[src/sv/lie_pkg.sv]
`default_nettype none
// ----------------------------------------------------------------------------
// List intersection engine package
// Types and fixed codes shared by the front queue, the engine and the top.
// ----------------------------------------------------------------------------
package lie_pkg;

    localparam int VALUE_W     = 32;
    localparam int MAX_RESULTS = 32;
    localparam int QUEUE_DEPTH = 2;

    localparam logic [1:0] KIND_APPEND_A  = 2'd0;
    localparam logic [1:0] KIND_APPEND_B  = 2'd1;
    localparam logic [1:0] KIND_INTERSECT = 2'd2;

    typedef enum logic [1:0] {
        ST_APPENDED = 2'd0,
        ST_FULL     = 2'd1,
        ST_VALUE    = 2'd2,
        ST_EMPTY    = 2'd3
    } status_t;

    typedef enum logic [1:0] {
        OP_APPEND_A  = 2'd0,
        OP_APPEND_B  = 2'd1,
        OP_INTERSECT = 2'd2
    } op_t;

    typedef struct packed {
        op_t                       op;
        logic signed [VALUE_W-1:0] value;
    } cmd_t;

    typedef enum logic [2:0] {
        S_IDLE,
        S_A_RD,
        S_B_RD,
        S_B_CMP,
        S_E_RD,
        S_E_CMP,
        S_FINISH
    } eng_state_t;

endpackage : lie_pkg
`default_nettype wire

[src/sv/lie_front.sv]
`default_nettype none
// ----------------------------------------------------------------------------
// List intersection engine front queue
// Accepts input items, decodes their kind and holds them in a short queue.
// ----------------------------------------------------------------------------
module lie_front (
    input  wire logic                              clk,
    input  wire logic                              rst_n,
    input  wire logic                              push,
    output logic                                   full,
    input  wire logic [1:0]                        kind,
    input  wire logic signed [lie_pkg::VALUE_W-1:0] value,
    output logic                                   cmd_valid,
    output lie_pkg::cmd_t                          cmd,
    input  wire logic                              cmd_take
);
    import lie_pkg::*;

    localparam int PTR_W = $clog2(QUEUE_DEPTH);
    localparam int CNT_W = $clog2(QUEUE_DEPTH + 1);

    cmd_t             q_mem [QUEUE_DEPTH];
    logic [PTR_W-1:0] wr_ptr_reg;
    logic [PTR_W-1:0] rd_ptr_reg;
    logic [CNT_W-1:0] count_reg;
    logic [CNT_W-1:0] count_next;
    logic             decode_ok;
    op_t              decode_op;
    logic             wr_en;
    logic             rd_en;

    always_comb
    begin
        decode_ok = 1'b1;
        decode_op = OP_APPEND_A;
        case (kind)
            KIND_APPEND_A:  decode_op = OP_APPEND_A;
            KIND_APPEND_B:  decode_op = OP_APPEND_B;
            KIND_INTERSECT: decode_op = OP_INTERSECT;
            default:        decode_ok = 1'b0;
        endcase
    end

    // A reserved kind is accepted and then discarded.
    assign full      = (count_reg == CNT_W'(QUEUE_DEPTH));
    assign wr_en     = push && !full && decode_ok;
    assign cmd_valid = (count_reg != '0);
    assign rd_en     = cmd_take && cmd_valid;
    assign cmd       = q_mem[rd_ptr_reg];

    always_comb
    begin
        count_next = count_reg;
        if (wr_en && !rd_en)
        begin
            count_next = count_reg + 1'b1;
        end
        else if (rd_en && !wr_en)
        begin
            count_next = count_reg - 1'b1;
        end
    end

    always_ff @(posedge clk or negedge rst_n)
    begin
        if (!rst_n)
        begin
            wr_ptr_reg <= '0;
            rd_ptr_reg <= '0;
            count_reg  <= '0;
        end
        else
        begin
            count_reg <= count_next;
            if (wr_en)
            begin
                wr_ptr_reg <= wr_ptr_reg + 1'b1;
            end
            if (rd_en)
            begin
                rd_ptr_reg <= rd_ptr_reg + 1'b1;
            end
        end
    end

    always_ff @(posedge clk)
    begin
        if (wr_en)
        begin
            q_mem[wr_ptr_reg] <= '{op: decode_op, value: value};
        end
    end

endmodule : lie_front
`default_nettype wire

[src/sv/lie_back.sv]
`default_nettype none
// ----------------------------------------------------------------------------
// List intersection engine back end
// Stores both lists, runs the nested-loop scan and holds the result register.
// ----------------------------------------------------------------------------
module lie_back #(
    parameter int LIST_DEPTH = 32
) (
    input  wire logic                               clk,
    input  wire logic                               rst_n,
    input  wire logic                               cmd_valid,
    input  wire lie_pkg::cmd_t                      cmd,
    output logic                                    cmd_take,
    output logic                                    empty,
    input  wire logic                               pop,
    output logic [1:0]                              status,
    output logic signed [lie_pkg::VALUE_W-1:0]      result_value,
    output logic                                    last
);
    import lie_pkg::*;

    localparam int IDX_W      = (LIST_DEPTH > 1) ? $clog2(LIST_DEPTH) : 1;
    localparam int CNT_W      = $clog2(LIST_DEPTH + 1);
    localparam int EMIT_DEPTH = (LIST_DEPTH < MAX_RESULTS) ? LIST_DEPTH : MAX_RESULTS;
    localparam int EIDX_W     = (EMIT_DEPTH > 1) ? $clog2(EMIT_DEPTH) : 1;
    localparam int ECNT_W     = $clog2(EMIT_DEPTH + 1);

    logic [VALUE_W-1:0] a_mem [LIST_DEPTH];
    logic [VALUE_W-1:0] b_mem [LIST_DEPTH];
    logic [VALUE_W-1:0] e_mem [EMIT_DEPTH];
    logic [VALUE_W-1:0] a_rdata_reg;
    logic [VALUE_W-1:0] b_rdata_reg;
    logic [VALUE_W-1:0] e_rdata_reg;

    eng_state_t         state_reg, state_next;
    logic [CNT_W-1:0]   a_count_reg, a_count_next;
    logic [CNT_W-1:0]   b_count_reg, b_count_next;
    logic [CNT_W-1:0]   i_reg, i_next;
    logic [CNT_W-1:0]   j_reg, j_next;
    logic [ECNT_W-1:0]  k_reg, k_next;
    logic [ECNT_W-1:0]  emit_cnt_reg, emit_cnt_next;
    logic               pend_valid_reg, pend_valid_next;
    logic [VALUE_W-1:0] pend_value_reg, pend_value_next;
    logic               out_valid_reg;
    status_t            out_status_reg, out_status_next;
    logic [VALUE_W-1:0] out_value_reg, out_value_next;
    logic               out_last_reg, out_last_next;

    logic slot_free;
    logic out_load;
    logic a_we;
    logic b_we;
    logic e_we;
    logic a_done;
    logic b_done;
    logic e_done;
    logic a_full;
    logic b_full;

    assign slot_free = !out_valid_reg || pop;
    assign a_done    = (i_reg >= a_count_reg) || (emit_cnt_reg == ECNT_W'(EMIT_DEPTH));
    assign b_done    = (j_reg >= b_count_reg);
    assign e_done    = (k_reg >= emit_cnt_reg);
    assign a_full    = (a_count_reg == CNT_W'(LIST_DEPTH));
    assign b_full    = (b_count_reg == CNT_W'(LIST_DEPTH));

    always_comb
    begin
        state_next = state_reg;
        case (state_reg)
            S_IDLE:
            begin
                if (cmd_valid && cmd.op == OP_INTERSECT)
                begin
                    state_next = S_A_RD;
                end
            end
            S_A_RD:
            begin
                state_next = a_done ? S_FINISH : S_B_RD;
            end
            S_B_RD:
            begin
                state_next = b_done ? S_A_RD : S_B_CMP;
            end
            S_B_CMP:
            begin
                state_next = (b_rdata_reg == a_rdata_reg) ? S_E_RD : S_B_RD;
            end
            S_E_RD:
            begin
                if (!e_done)
                begin
                    state_next = S_E_CMP;
                end
                else if (!pend_valid_reg || slot_free)
                begin
                    state_next = S_A_RD;
                end
            end
            S_E_CMP:
            begin
                state_next = (e_rdata_reg == a_rdata_reg) ? S_A_RD : S_E_RD;
            end
            S_FINISH:
            begin
                if (slot_free)
                begin
                    state_next = S_IDLE;
                end
            end
            default:
            begin
                state_next = S_IDLE;
            end
        endcase
    end

    always_comb
    begin
        cmd_take        = 1'b0;
        out_load        = 1'b0;
        a_we            = 1'b0;
        b_we            = 1'b0;
        e_we            = 1'b0;
        a_count_next    = a_count_reg;
        b_count_next    = b_count_reg;
        i_next          = i_reg;
        j_next          = j_reg;
        k_next          = k_reg;
        emit_cnt_next   = emit_cnt_reg;
        pend_valid_next = pend_valid_reg;
        pend_value_next = pend_value_reg;
        out_status_next = ST_EMPTY;
        out_value_next  = '0;
        out_last_next   = 1'b1;
        case (state_reg)
            S_IDLE:
            begin
                if (cmd_valid)
                begin
                    case (cmd.op)
                        OP_APPEND_A:
                        begin
                            if (slot_free)
                            begin
                                cmd_take = 1'b1;
                                out_load = 1'b1;
                                if (a_full)
                                begin
                                    out_status_next = ST_FULL;
                                end
                                else
                                begin
                                    a_we            = 1'b1;
                                    a_count_next    = a_count_reg + 1'b1;
                                    out_status_next = ST_APPENDED;
                                end
                            end
                        end
                        OP_APPEND_B:
                        begin
                            if (slot_free)
                            begin
                                cmd_take = 1'b1;
                                out_load = 1'b1;
                                if (b_full)
                                begin
                                    out_status_next = ST_FULL;
                                end
                                else
                                begin
                                    b_we            = 1'b1;
                                    b_count_next    = b_count_reg + 1'b1;
                                    out_status_next = ST_APPENDED;
                                end
                            end
                        end
                        OP_INTERSECT:
                        begin
                            cmd_take        = 1'b1;
                            i_next          = '0;
                            emit_cnt_next   = '0;
                            pend_valid_next = 1'b0;
                        end
                        default:
                        begin
                            cmd_take = 1'b1;
                        end
                    endcase
                end
            end
            S_A_RD:
            begin
                j_next = '0;
            end
            S_B_RD:
            begin
                if (b_done)
                begin
                    i_next = i_reg + 1'b1;
                end
            end
            S_B_CMP:
            begin
                if (b_rdata_reg == a_rdata_reg)
                begin
                    k_next = '0;
                end
                else
                begin
                    j_next = j_reg + 1'b1;
                end
            end
            S_E_RD:
            begin
                if (e_done && (!pend_valid_reg || slot_free))
                begin
                    e_we            = 1'b1;
                    emit_cnt_next   = emit_cnt_reg + 1'b1;
                    i_next          = i_reg + 1'b1;
                    out_load        = pend_valid_reg;
                    out_status_next = ST_VALUE;
                    out_value_next  = pend_value_reg;
                    out_last_next   = 1'b0;
                    pend_valid_next = 1'b1;
                    pend_value_next = a_rdata_reg;
                end
            end
            S_E_CMP:
            begin
                if (e_rdata_reg == a_rdata_reg)
                begin
                    i_next = i_reg + 1'b1;
                end
                else
                begin
                    k_next = k_reg + 1'b1;
                end
            end
            S_FINISH:
            begin
                if (slot_free)
                begin
                    out_load        = 1'b1;
                    out_status_next = pend_valid_reg ? ST_VALUE : ST_EMPTY;
                    out_value_next  = pend_valid_reg ? pend_value_reg : '0;
                    out_last_next   = 1'b1;
                end
            end
            default:
            begin
                cmd_take = 1'b0;
            end
        endcase
    end

    always_ff @(posedge clk or negedge rst_n)
    begin
        if (!rst_n)
        begin
            state_reg      <= S_IDLE;
            a_count_reg    <= '0;
            b_count_reg    <= '0;
            i_reg          <= '0;
            j_reg          <= '0;
            k_reg          <= '0;
            emit_cnt_reg   <= '0;
            pend_valid_reg <= 1'b0;
            out_valid_reg  <= 1'b0;
        end
        else
        begin
            state_reg      <= state_next;
            a_count_reg    <= a_count_next;
            b_count_reg    <= b_count_next;
            i_reg          <= i_next;
            j_reg          <= j_next;
            k_reg          <= k_next;
            emit_cnt_reg   <= emit_cnt_next;
            pend_valid_reg <= pend_valid_next;
            if (out_load)
            begin
                out_valid_reg <= 1'b1;
            end
            else if (pop)
            begin
                out_valid_reg <= 1'b0;
            end
        end
    end

    always_ff @(posedge clk)
    begin
        pend_value_reg <= pend_value_next;
        if (out_load)
        begin
            out_status_reg <= out_status_next;
            out_value_reg  <= out_value_next;
            out_last_reg   <= out_last_next;
        end
    end

    always_ff @(posedge clk)
    begin
        if (a_we)
        begin
            a_mem[a_count_reg[IDX_W-1:0]] <= cmd.value;
        end
        a_rdata_reg <= a_mem[i_reg[IDX_W-1:0]];
    end

    always_ff @(posedge clk)
    begin
        if (b_we)
        begin
            b_mem[b_count_reg[IDX_W-1:0]] <= cmd.value;
        end
        b_rdata_reg <= b_mem[j_reg[IDX_W-1:0]];
    end

    always_ff @(posedge clk)
    begin
        if (e_we)
        begin
            e_mem[emit_cnt_reg[EIDX_W-1:0]] <= a_rdata_reg;
        end
        e_rdata_reg <= e_mem[k_reg[EIDX_W-1:0]];
    end

    assign empty        = !out_valid_reg;
    assign status       = out_status_reg;
    assign result_value = out_value_reg;
    assign last         = out_last_reg;

endmodule : lie_back
`default_nettype wire

[src/sv/list_intersection_engine_top.sv]
`default_nettype none
// ----------------------------------------------------------------------------
// List intersection engine
// Two bounded lists of signed values with append and nested-loop intersect.
// ----------------------------------------------------------------------------
// Items enter through a queue port: an item is taken when push is high and
// full is low. Kind 0 appends value to list A, kind 1 to list B, kind 2
// intersects the lists; kind 3 is taken and discarded without a result.
// Results leave through a second queue port: the oldest result is shown while
// empty is low and is taken when pop is high. Each append gives one result;
// an intersect gives one result per distinct common value, up to MAX_RESULTS,
// in list A order, with last set on the final one, or a single empty-marked result.
// An append's result is registered when the engine takes the item from the queue,
// and appends follow at one per cycle while results are taken. An intersect
// scans list A against list B through the engine's single read port on each
// list, with a read state before each compare state.
// A two-item queue between the decoder and the engine keeps input open while
// a scan runs. When pop stays low, the engine holds its result register and
// stops, and the input queue fills and raises full. Reset empties both lists,
// the queue and the result register; list storage itself is not cleared.
// ----------------------------------------------------------------------------
module list_intersection_engine_top #(
    parameter int LIST_DEPTH = 32
) (
    input  wire logic                               clk,
    input  wire logic                               rst_n,
    input  wire logic                               push,
    output logic                                    full,
    input  wire logic [1:0]                         kind,
    input  wire logic signed [lie_pkg::VALUE_W-1:0] value,
    output logic                                    empty,
    input  wire logic                               pop,
    output logic [1:0]                              status,
    output logic signed [lie_pkg::VALUE_W-1:0]      result_value,
    output logic                                    last
);
    import lie_pkg::*;

    logic cmd_valid;
    cmd_t cmd;
    logic cmd_take;

    lie_front u_front (
        .clk       (clk),
        .rst_n     (rst_n),
        .push      (push),
        .full      (full),
        .kind      (kind),
        .value     (value),
        .cmd_valid (cmd_valid),
        .cmd       (cmd),
        .cmd_take  (cmd_take)
    );

    lie_back #(
        .LIST_DEPTH (LIST_DEPTH)
    ) u_back (
        .clk          (clk),
        .rst_n        (rst_n),
        .cmd_valid    (cmd_valid),
        .cmd          (cmd),
        .cmd_take     (cmd_take),
        .empty        (empty),
        .pop          (pop),
        .status       (status),
        .result_value (result_value),
        .last         (last)
    );

    a_take_needs_item: assert property (@(posedge clk) disable iff (!rst_n)
        cmd_take |-> cmd_valid)
        else $error("engine took an item from an empty queue");

    a_value_only_on_match: assert property (@(posedge clk) disable iff (!rst_n)
        (!empty && status != ST_VALUE) |-> (result_value == '0))
        else $error("non-value result carries a nonzero value");

    a_single_results_last: assert property (@(posedge clk) disable iff (!rst_n)
        (!empty && (status == ST_APPENDED || status == ST_FULL || status == ST_EMPTY))
        |-> last)
        else $error("single result of an item is not marked last");

endmodule : list_intersection_engine_top
`default_nettype wire
[config.mk]
export PLATFORM = sky130hd
export DESIGN_NAME = list_intersection_engine_top
export DESIGN_NICKNAME = d
export VERILOG_FILES = /design/src/sv/lie_pkg.sv /design/src/sv/lie_front.sv /design/src/sv/lie_back.sv /design/src/sv/list_intersection_engine_top.sv
export SDC_FILE = /design/constraint.sdc
export NUM_CORES = 2
export LEC_CHECK = 0
export BUFFER_PORTS_ARGS = -buffer_cell sky130_fd_sc_hd__clkbuf_2
export CAP_MARGIN = 0
export CORE_MARGIN = 4
export CORE_UTILIZATION = 60
export DETAILED_ROUTE_END_ITERATION = 10
export HOLD_SLACK_MARGIN = 0.02
export PLACE_DENSITY = 0.74
export SYNTH_ARGS = -nofsm -noshare
export SYNTH_HDL_FRONTEND = slang
export SYNTH_HIERARCHICAL = 1
export SYNTH_SLANG_ARGS = --single-unit
[constraint.sdc]
create_clock -name clk -period 9.5 [get_ports clk]
set_input_delay 0.95 -clock clk [delete_from_list [all_inputs] [get_ports clk]]
set_output_delay 0.95 -clock clk [all_outputs]
set_load 0.05 [all_outputs]
### After elaboration in Yosys (flattened, before gate mapping)

Memory sizes are Yosys's and may differ from the RTL's. A register that Yosys moved wholly into a read port is not among the register bits.
Cells that the tools add are included.

* add/sub/neg operators: 10
* order comparisons: 3
* mux-type cells: 75
* reductions and logical operators: 35
* bitwise gates (word level): 2
* equal/unequal tests: 27

Operators by type and width (count)
* two-way mux 32 bit: 3
* == test 32 bit: 2
* one-hot mux 32 bit (2 select lines): 1
* two-way mux 6 bit: 9
* two-way mux 1 bit: 38
* adder 6 x 1 -> 6 bit (second input constant): 6
* one-hot mux 6 bit (2 select lines): 3
* one-hot mux 6 bit (4 select lines): 1
* two-way mux 3 bit: 7
* one-hot mux 3 bit (7 select lines): 1
* == test 6 bit (second input constant): 3
* >= comparator 6 bit: 3
* != test 2 x 1 -> 1 bit (second input constant): 8
* two-way mux 2 bit: 7
* nonzero test 2 bit: 6
* AND reduction 5 bit: 2
* == test 3 bit (second input constant): 3
* one-hot mux 2 bit (2 select lines): 2
* logical AND 1 bit: 7
* == test 2 bit (second input constant): 3
* == test 3 x 2 -> 1 bit (second input constant): 2
* one-hot mux 2 bit (3 select lines): 1
* AND reduction 3 bit: 2
* AND reduction 6 bit: 1
* other kinds (19): 31

* output and inout bits: 37
* memories: 4
* word-level logic and storage cells: 172
* bits in registers: 112
* bits of input ports: 38
* memory bits (writable): 3140

Memories
* u_back.a_mem: depth 32, width 32, rd ports 1, clocked after Yosys merged registers in 1, write ports 1, line lie_back.sv:28 `logic [VALUE_W-1:0] a_mem [LIST_DEPTH];`
* u_back.b_mem: depth 32, width 32, rd ports 1, clocked after Yosys merged registers in 1, write ports 1, line lie_back.sv:29 `logic [VALUE_W-1:0] b_mem [LIST_DEPTH];`
* u_back.e_mem: depth 32, width 32, rd ports 1, clocked after Yosys merged registers in 1, write ports 1, line lie_back.sv:30 `logic [VALUE_W-1:0] e_mem [EMIT_DEPTH];`
* u_front.q_mem: depth 2, width 34, rd ports 1, clocked after Yosys merged registers in 0, write ports 1, line lie_front.sv:22 `cmd_t q_mem [QUEUE_DEPTH];`

### Depth between registers and ports, before layout

* depth after elaboration: 10
* gate-level depth with buffers: 12
* gate-level depth less buffers: 9

### Cells and area by module

Netlist, hierarchy kept.

Modules (own cells, without submodules)
* lie_back: cells each 5146, sequential area each 97208.2 um^2, instances 1, area each 124184.1 um^2
* lie_front: cells each 128, sequential area each 2142.1 um^2, instances 1, area each 2837.7 um^2

### Worst setup path after synthesis

No wires, ideal clock.

* path kind: reg-to-reg
* from: register u_back.k_reg[0]
* to: register u_back.out_last_reg, in the netlist u_back/last (enable)
* required time: 9018 ps
* data arrival time: 4428 ps
* path buffers: 3
* library setup time: 482 ps
* period minus slack after synthesis: 4910 ps
* cell stages (with the launch flop): 11
* path slack: 4590 ps
* path through: dfrtp_1 -> buf_2 -> buf_6 -> buf_2 -> inv_1 -> ha_1 -> nand2b_1 -> a21oi_1 -> o21ai_1 -> a21oi_1 -> o31ai_1

* cells in the longest elaborated chain, start to end: 4

Ends and longest elaborated chain
* from (decl): line lie_back.sv:40 `logic [ECNT_W-1:0] k_reg, k_next;`
* from (signal assigned): line lie_back.sv:279 `k_reg <= k_next;`
* >= comparator 6 bit: line lie_back.sv:63 `assign e_done = (k_reg >= emit_cnt_reg);`
* logical AND 1 bit: line lie_back.sv:217 `if (e_done && (!pend_valid_reg || slot_free))`
* two-way mux 1 bit: line lie_back.sv:217
* one-hot mux 1 bit (3 select lines): line lie_back.sv:137 `case (state_reg)`
* net u_back.out_load: line lie_back.sv:50 `logic out_load;`
* to (signal assigned): line lie_back.sv:300 `out_last_reg <= out_last_next;`
* to (decl): line lie_back.sv:47 `logic out_last_reg, out_last_next;`

The timed path passes the listed nets, and every way through them passes these cells.
A chain may end at the register's enable or synchronous reset.

### Final worst setup path

* from: register u_back.k_reg[4]
* to: memory u_back.e_mem[10][11] (enable)

* cells in the longest elaborated chain, start to end: 6

Ends and longest elaborated chain
* >= comparator 6 bit: line lie_back.sv:63
* logical AND 1 bit: line lie_back.sv:217
* two-way mux 1 bit: line lie_back.sv:217
* two-way mux 1 bit: line lie_back.sv:137
* net u_back.e_we: line lie_back.sv:53 `logic e_we;`
* two-way mux 1 bit: line lie_back.sv:324 `if (e_we)`
* two-way mux 1 bit (implied by the code): line lie_back.sv:326 `e_mem[emit_cnt_reg[EIDX_W-1:0]] <= a_rdata_reg;`
* to (decl): line lie_back.sv:30

The timed path passes the listed nets, and every way through them passes these cells.

==> flow_summary_export.csv <==
group,metric,value,unit
status,status,"complete, no violations",
global_routing,grt_pass1_wl,444,mm
die,die_x,468,microns
hold_path,hp-class,"input port to async pin",
synthesis,yosys_warnings,6,
drt,viasPerCell,6.79,
clocking,clockBufferDepth,4,
clocking,cts_setup_buffers,0,
global_routing,grt_use_total,0.288,
worst_setup_path,ff2ff_setup_slack,4.00,ns
clocking,cts.clk_slew.worst_paths,0.06,ns
global_routing,use_met2,0.460,
clocking,cts_sinks,3348,
drt,drtAntennaViolNets,0,
worst_setup_path,worst-path-buf-inv,1,
worst_setup_path,critPathMaxStageDelay,1.21,ns
drt,vias,58840,
clocking,cts-hold-fix-buffers,0,
worst_setup_path,critPathRequiredTime,10.00,ns
global_routing,use_met1,0.404,
power_and_ir_drop,vdd.ir_drop.worst,0.000308,V
sta,fin_setup_tns,0,ns
synthesis,async_reset_ff_frac,0.0134,
die,rows,168,
cells_and_area,area_growth,12.1,%
worst_setup_path,startpoint_type,"flip-flop",
synthesis,synth_nets,5346,
sta,max_slew_margin,0.115,
die,core,210000,sq um
synthesis,seq_area_frac_synth,0.782,
place,gp_congestion,0.821,
clocking,clock_latency,0.95,ns
synthesis,syn_area_per_cell,24.1,sq um
worst_setup_path,cp.arrival,6.00,ns
sta,layout_min_cycle_time,5.50,ns
worst_setup_path,r2r_end,"u_back/e_mem[10][11]",
worst_setup_path,critPathMaxFanout,41,
global_routing,gr-max-usage-layer,"met2",
synthesis,synth_top_flop_cell,"edfxtp_1",
place,hpwl,160,mm
global_routing,grt-ovfl-total,0,
global_routing,use_met3,0.0645,
worst_setup_path,cp_top_family,"simple AND/OR/NAND/NOR gates",
clocking,ctsResizeCount,0,
drt,drtIter0Drc,8888,
sta,tightest_slew,1.32,ns
power_and_ir_drop,p_total,40.0,mW
sta,skew,0.0637,ns
run,maxCapViolations,0,
global_routing,grt_pass1_vias,60092,
worst_setup_path,r2r_start,"u_back/k_reg[4]",
drt,drc,0,
synthesis,synth_edf_count,3207,
cells_and_area,drive_above_1_share,0.321,
power_and_ir_drop,p_leak,44.1,nW
place,port-buffer-count,74,
clocking,cts_tree,"yes",
clocking,cts_inserted_buffers,340,
sta,setup_viol,0,
global_routing,antenna_found_initial,23,
power_and_ir_drop,powerDensity,281,nW/um^2
worst_setup_path,worstPathCellList,"ha_1 -> nand4_1 -> o21ai_1 -> nand3_1 -> inv_2 -> nand2_1 -> nor2_4",
clocking,h-tree-depth,5,
synthesis,synth_area_leaders,"edfxtp_1, mux4_2, dfxtp_1, dfrtp_1, mux2_2",
die,initial_core_util,0.605,
sta,post-route-period-util,0.579,
synthesis,ys_ff_latch,3348,
synthesis,synth_top_cell_by_area,"edfxtp_1",
drt,drt-total-wl,308,mm
synthesis,synth_cell_types,70,
sta,hold_viol_final,0,
global_routing,grt_max_degree,151,
drt,wl_per_cell,35.5,microns
worst_setup_path,worst_setup_path_end_kind,"flip-flop",
cells_and_area,nets,5664,
die,die_y,468,microns
die,dieArea,219000,sq um
synthesis,syn_area,127000,sq um
cells_and_area,num-fill-cells,12211,
synthesis,synth_top_area_share,0.758,
die,io_pins,75,
worst_setup_path,slowest_stage,"nor2_4",
synthesis,synthCells,5274,
clocking,clk_root_buffer_cell,"clkbuf_16",
sta,rsz0062_at_grt,"no",
worst_setup_path,critical_path_class,"flip-flop to flip-flop",
sta,drv_slew,0,
sta,max_freq,0.182,GHz
drt,first_pass_iters,6,
worst_setup_path,r2r_cells,7,
-- layer usage --
| metal | vias to the layer above | part of all wire |
|---|---|---|
| met1 | 31462 | 0.36 |
| met4 | 8 | 0.035 |
| met2 | 3716 | 0.50 |
| li1 | 23064 | - |
| met3 | 590 | 0.11 |
| met5 | - | 0.00018 |
-- how the worst max path moves through the flow --
stage | start | endpoint | slack, ns | cells after the start
floorplan | u_back/k_reg[0] | u_back/last | 4.59 | 10
global placement | u_back/k_reg[0] | u_back/e_mem[8][22] | 4.10 | 9
detailed placement | u_back/k_reg[0] | u_back/e_mem[8][22] | 3.99 | 9
CTS | u_back/k_reg[0] | u_back/e_mem[8][11] | 3.99 | 9
global route | u_back/k_reg[0] | u_back/e_mem[10][18] | 3.73 | 9
finish | u_back/k_reg[4] | u_back/e_mem[10][11] | 4.00 | 7
-- synthesized netlist by cell type (32+ instances only) --
cell and count:
edfxtp_1 3207, mux4_2 956, clkbuf_1 146, nand2_1 131, nor2_1 113, dfxtp_1 96, buf_2 74, mux2_2 70
xor2_1 67, dfrtp_1 45, ha_1 34, nand3_1 34, and2_1 32, inv_1 32
-- power by group --
part,internal [mW],switching [mW]
logic,3.23,5.17
clock network,7.54,5.38
registers,18.1,0.540
-- through the flow --
| step | utilization | cells | worst slack [ns] | hold slack (ns) | cell area, sq um |
|---|---|---|---|---|---|
| 3_3_place_gp | 0.627 | 8055 | 4.10 | 0.466 | 132000 |
| 3_5_place_dp | 0.627 | 8055 | 3.99 | 0.482 | 132000 |
| 6_report | 0.678 | 8663 | 4.00 | 0.129 | 142000 |
| 5_1_grt | 0.678 | 8656 | 3.73 | 0.144 | 142000 |
| 4_1_cts | 0.678 | 8654 | 3.99 | 0.101 | 142000 |
| 2_1_floorplan | - | 5274 | 4.59 | 0.447 | 127000 |
-- cells by family after synthesis --
| logic type | Yosys count | share of synthesized area |
|---|---|---|
| xor+xnor | 80 | 0.00552 |
| simple gates | 389 | 0.0144 |
| compound gates | 71 | 0.00387 |
| flops | 3348 | 0.782 |
| mux | 1062 | 0.180 |
| fa+ha+maj | 34 | 0.00335 |
| buf+inv | 290 | 0.0105 |
-- layout make-up --
class | count | area (sq um) | share of cell area
tap | 2805 | 3510 | 0.0246
multi-input combinational | 1636 | 27100 | 0.190
timing repair buffer | 231 | 1600 | 0.0112
antenna | 9 | 22.5 | 0.000158
sequential | 3348 | 99400 | 0.698
inverter | 35 | 136 | 0.000958
clock buffer | 439 | 9200 | 0.0646
clock inverter | 160 | 1470 | 0.0103
-- cells in the final DEF (no fill, tap or decap), types with 10 or more instances in the layout --
master and instances:
edfxtp_1 3207, mux4_2 956, clkbuf_16 347, buf_4 153
nand2_1 131, nor2_4 98, dfxtp_1 96, clkbuf_1 75
clkbuf_2 74, mux2_2 70, xor2_1 67, clkinv_2 58
clkinv_1 58, nand3_1 34, ha_1 34, and2_1 32
dfrtp_1 32, inv_1 31, mux2_4 29, bufinv_16 27
clkbuf_8 17, nor4_1 17, nor2_1 15, xnor2_1 13
a21oi_1 12, o21ai_0 11, dfrtp_4 10
(Power assumes the default switching activity.)
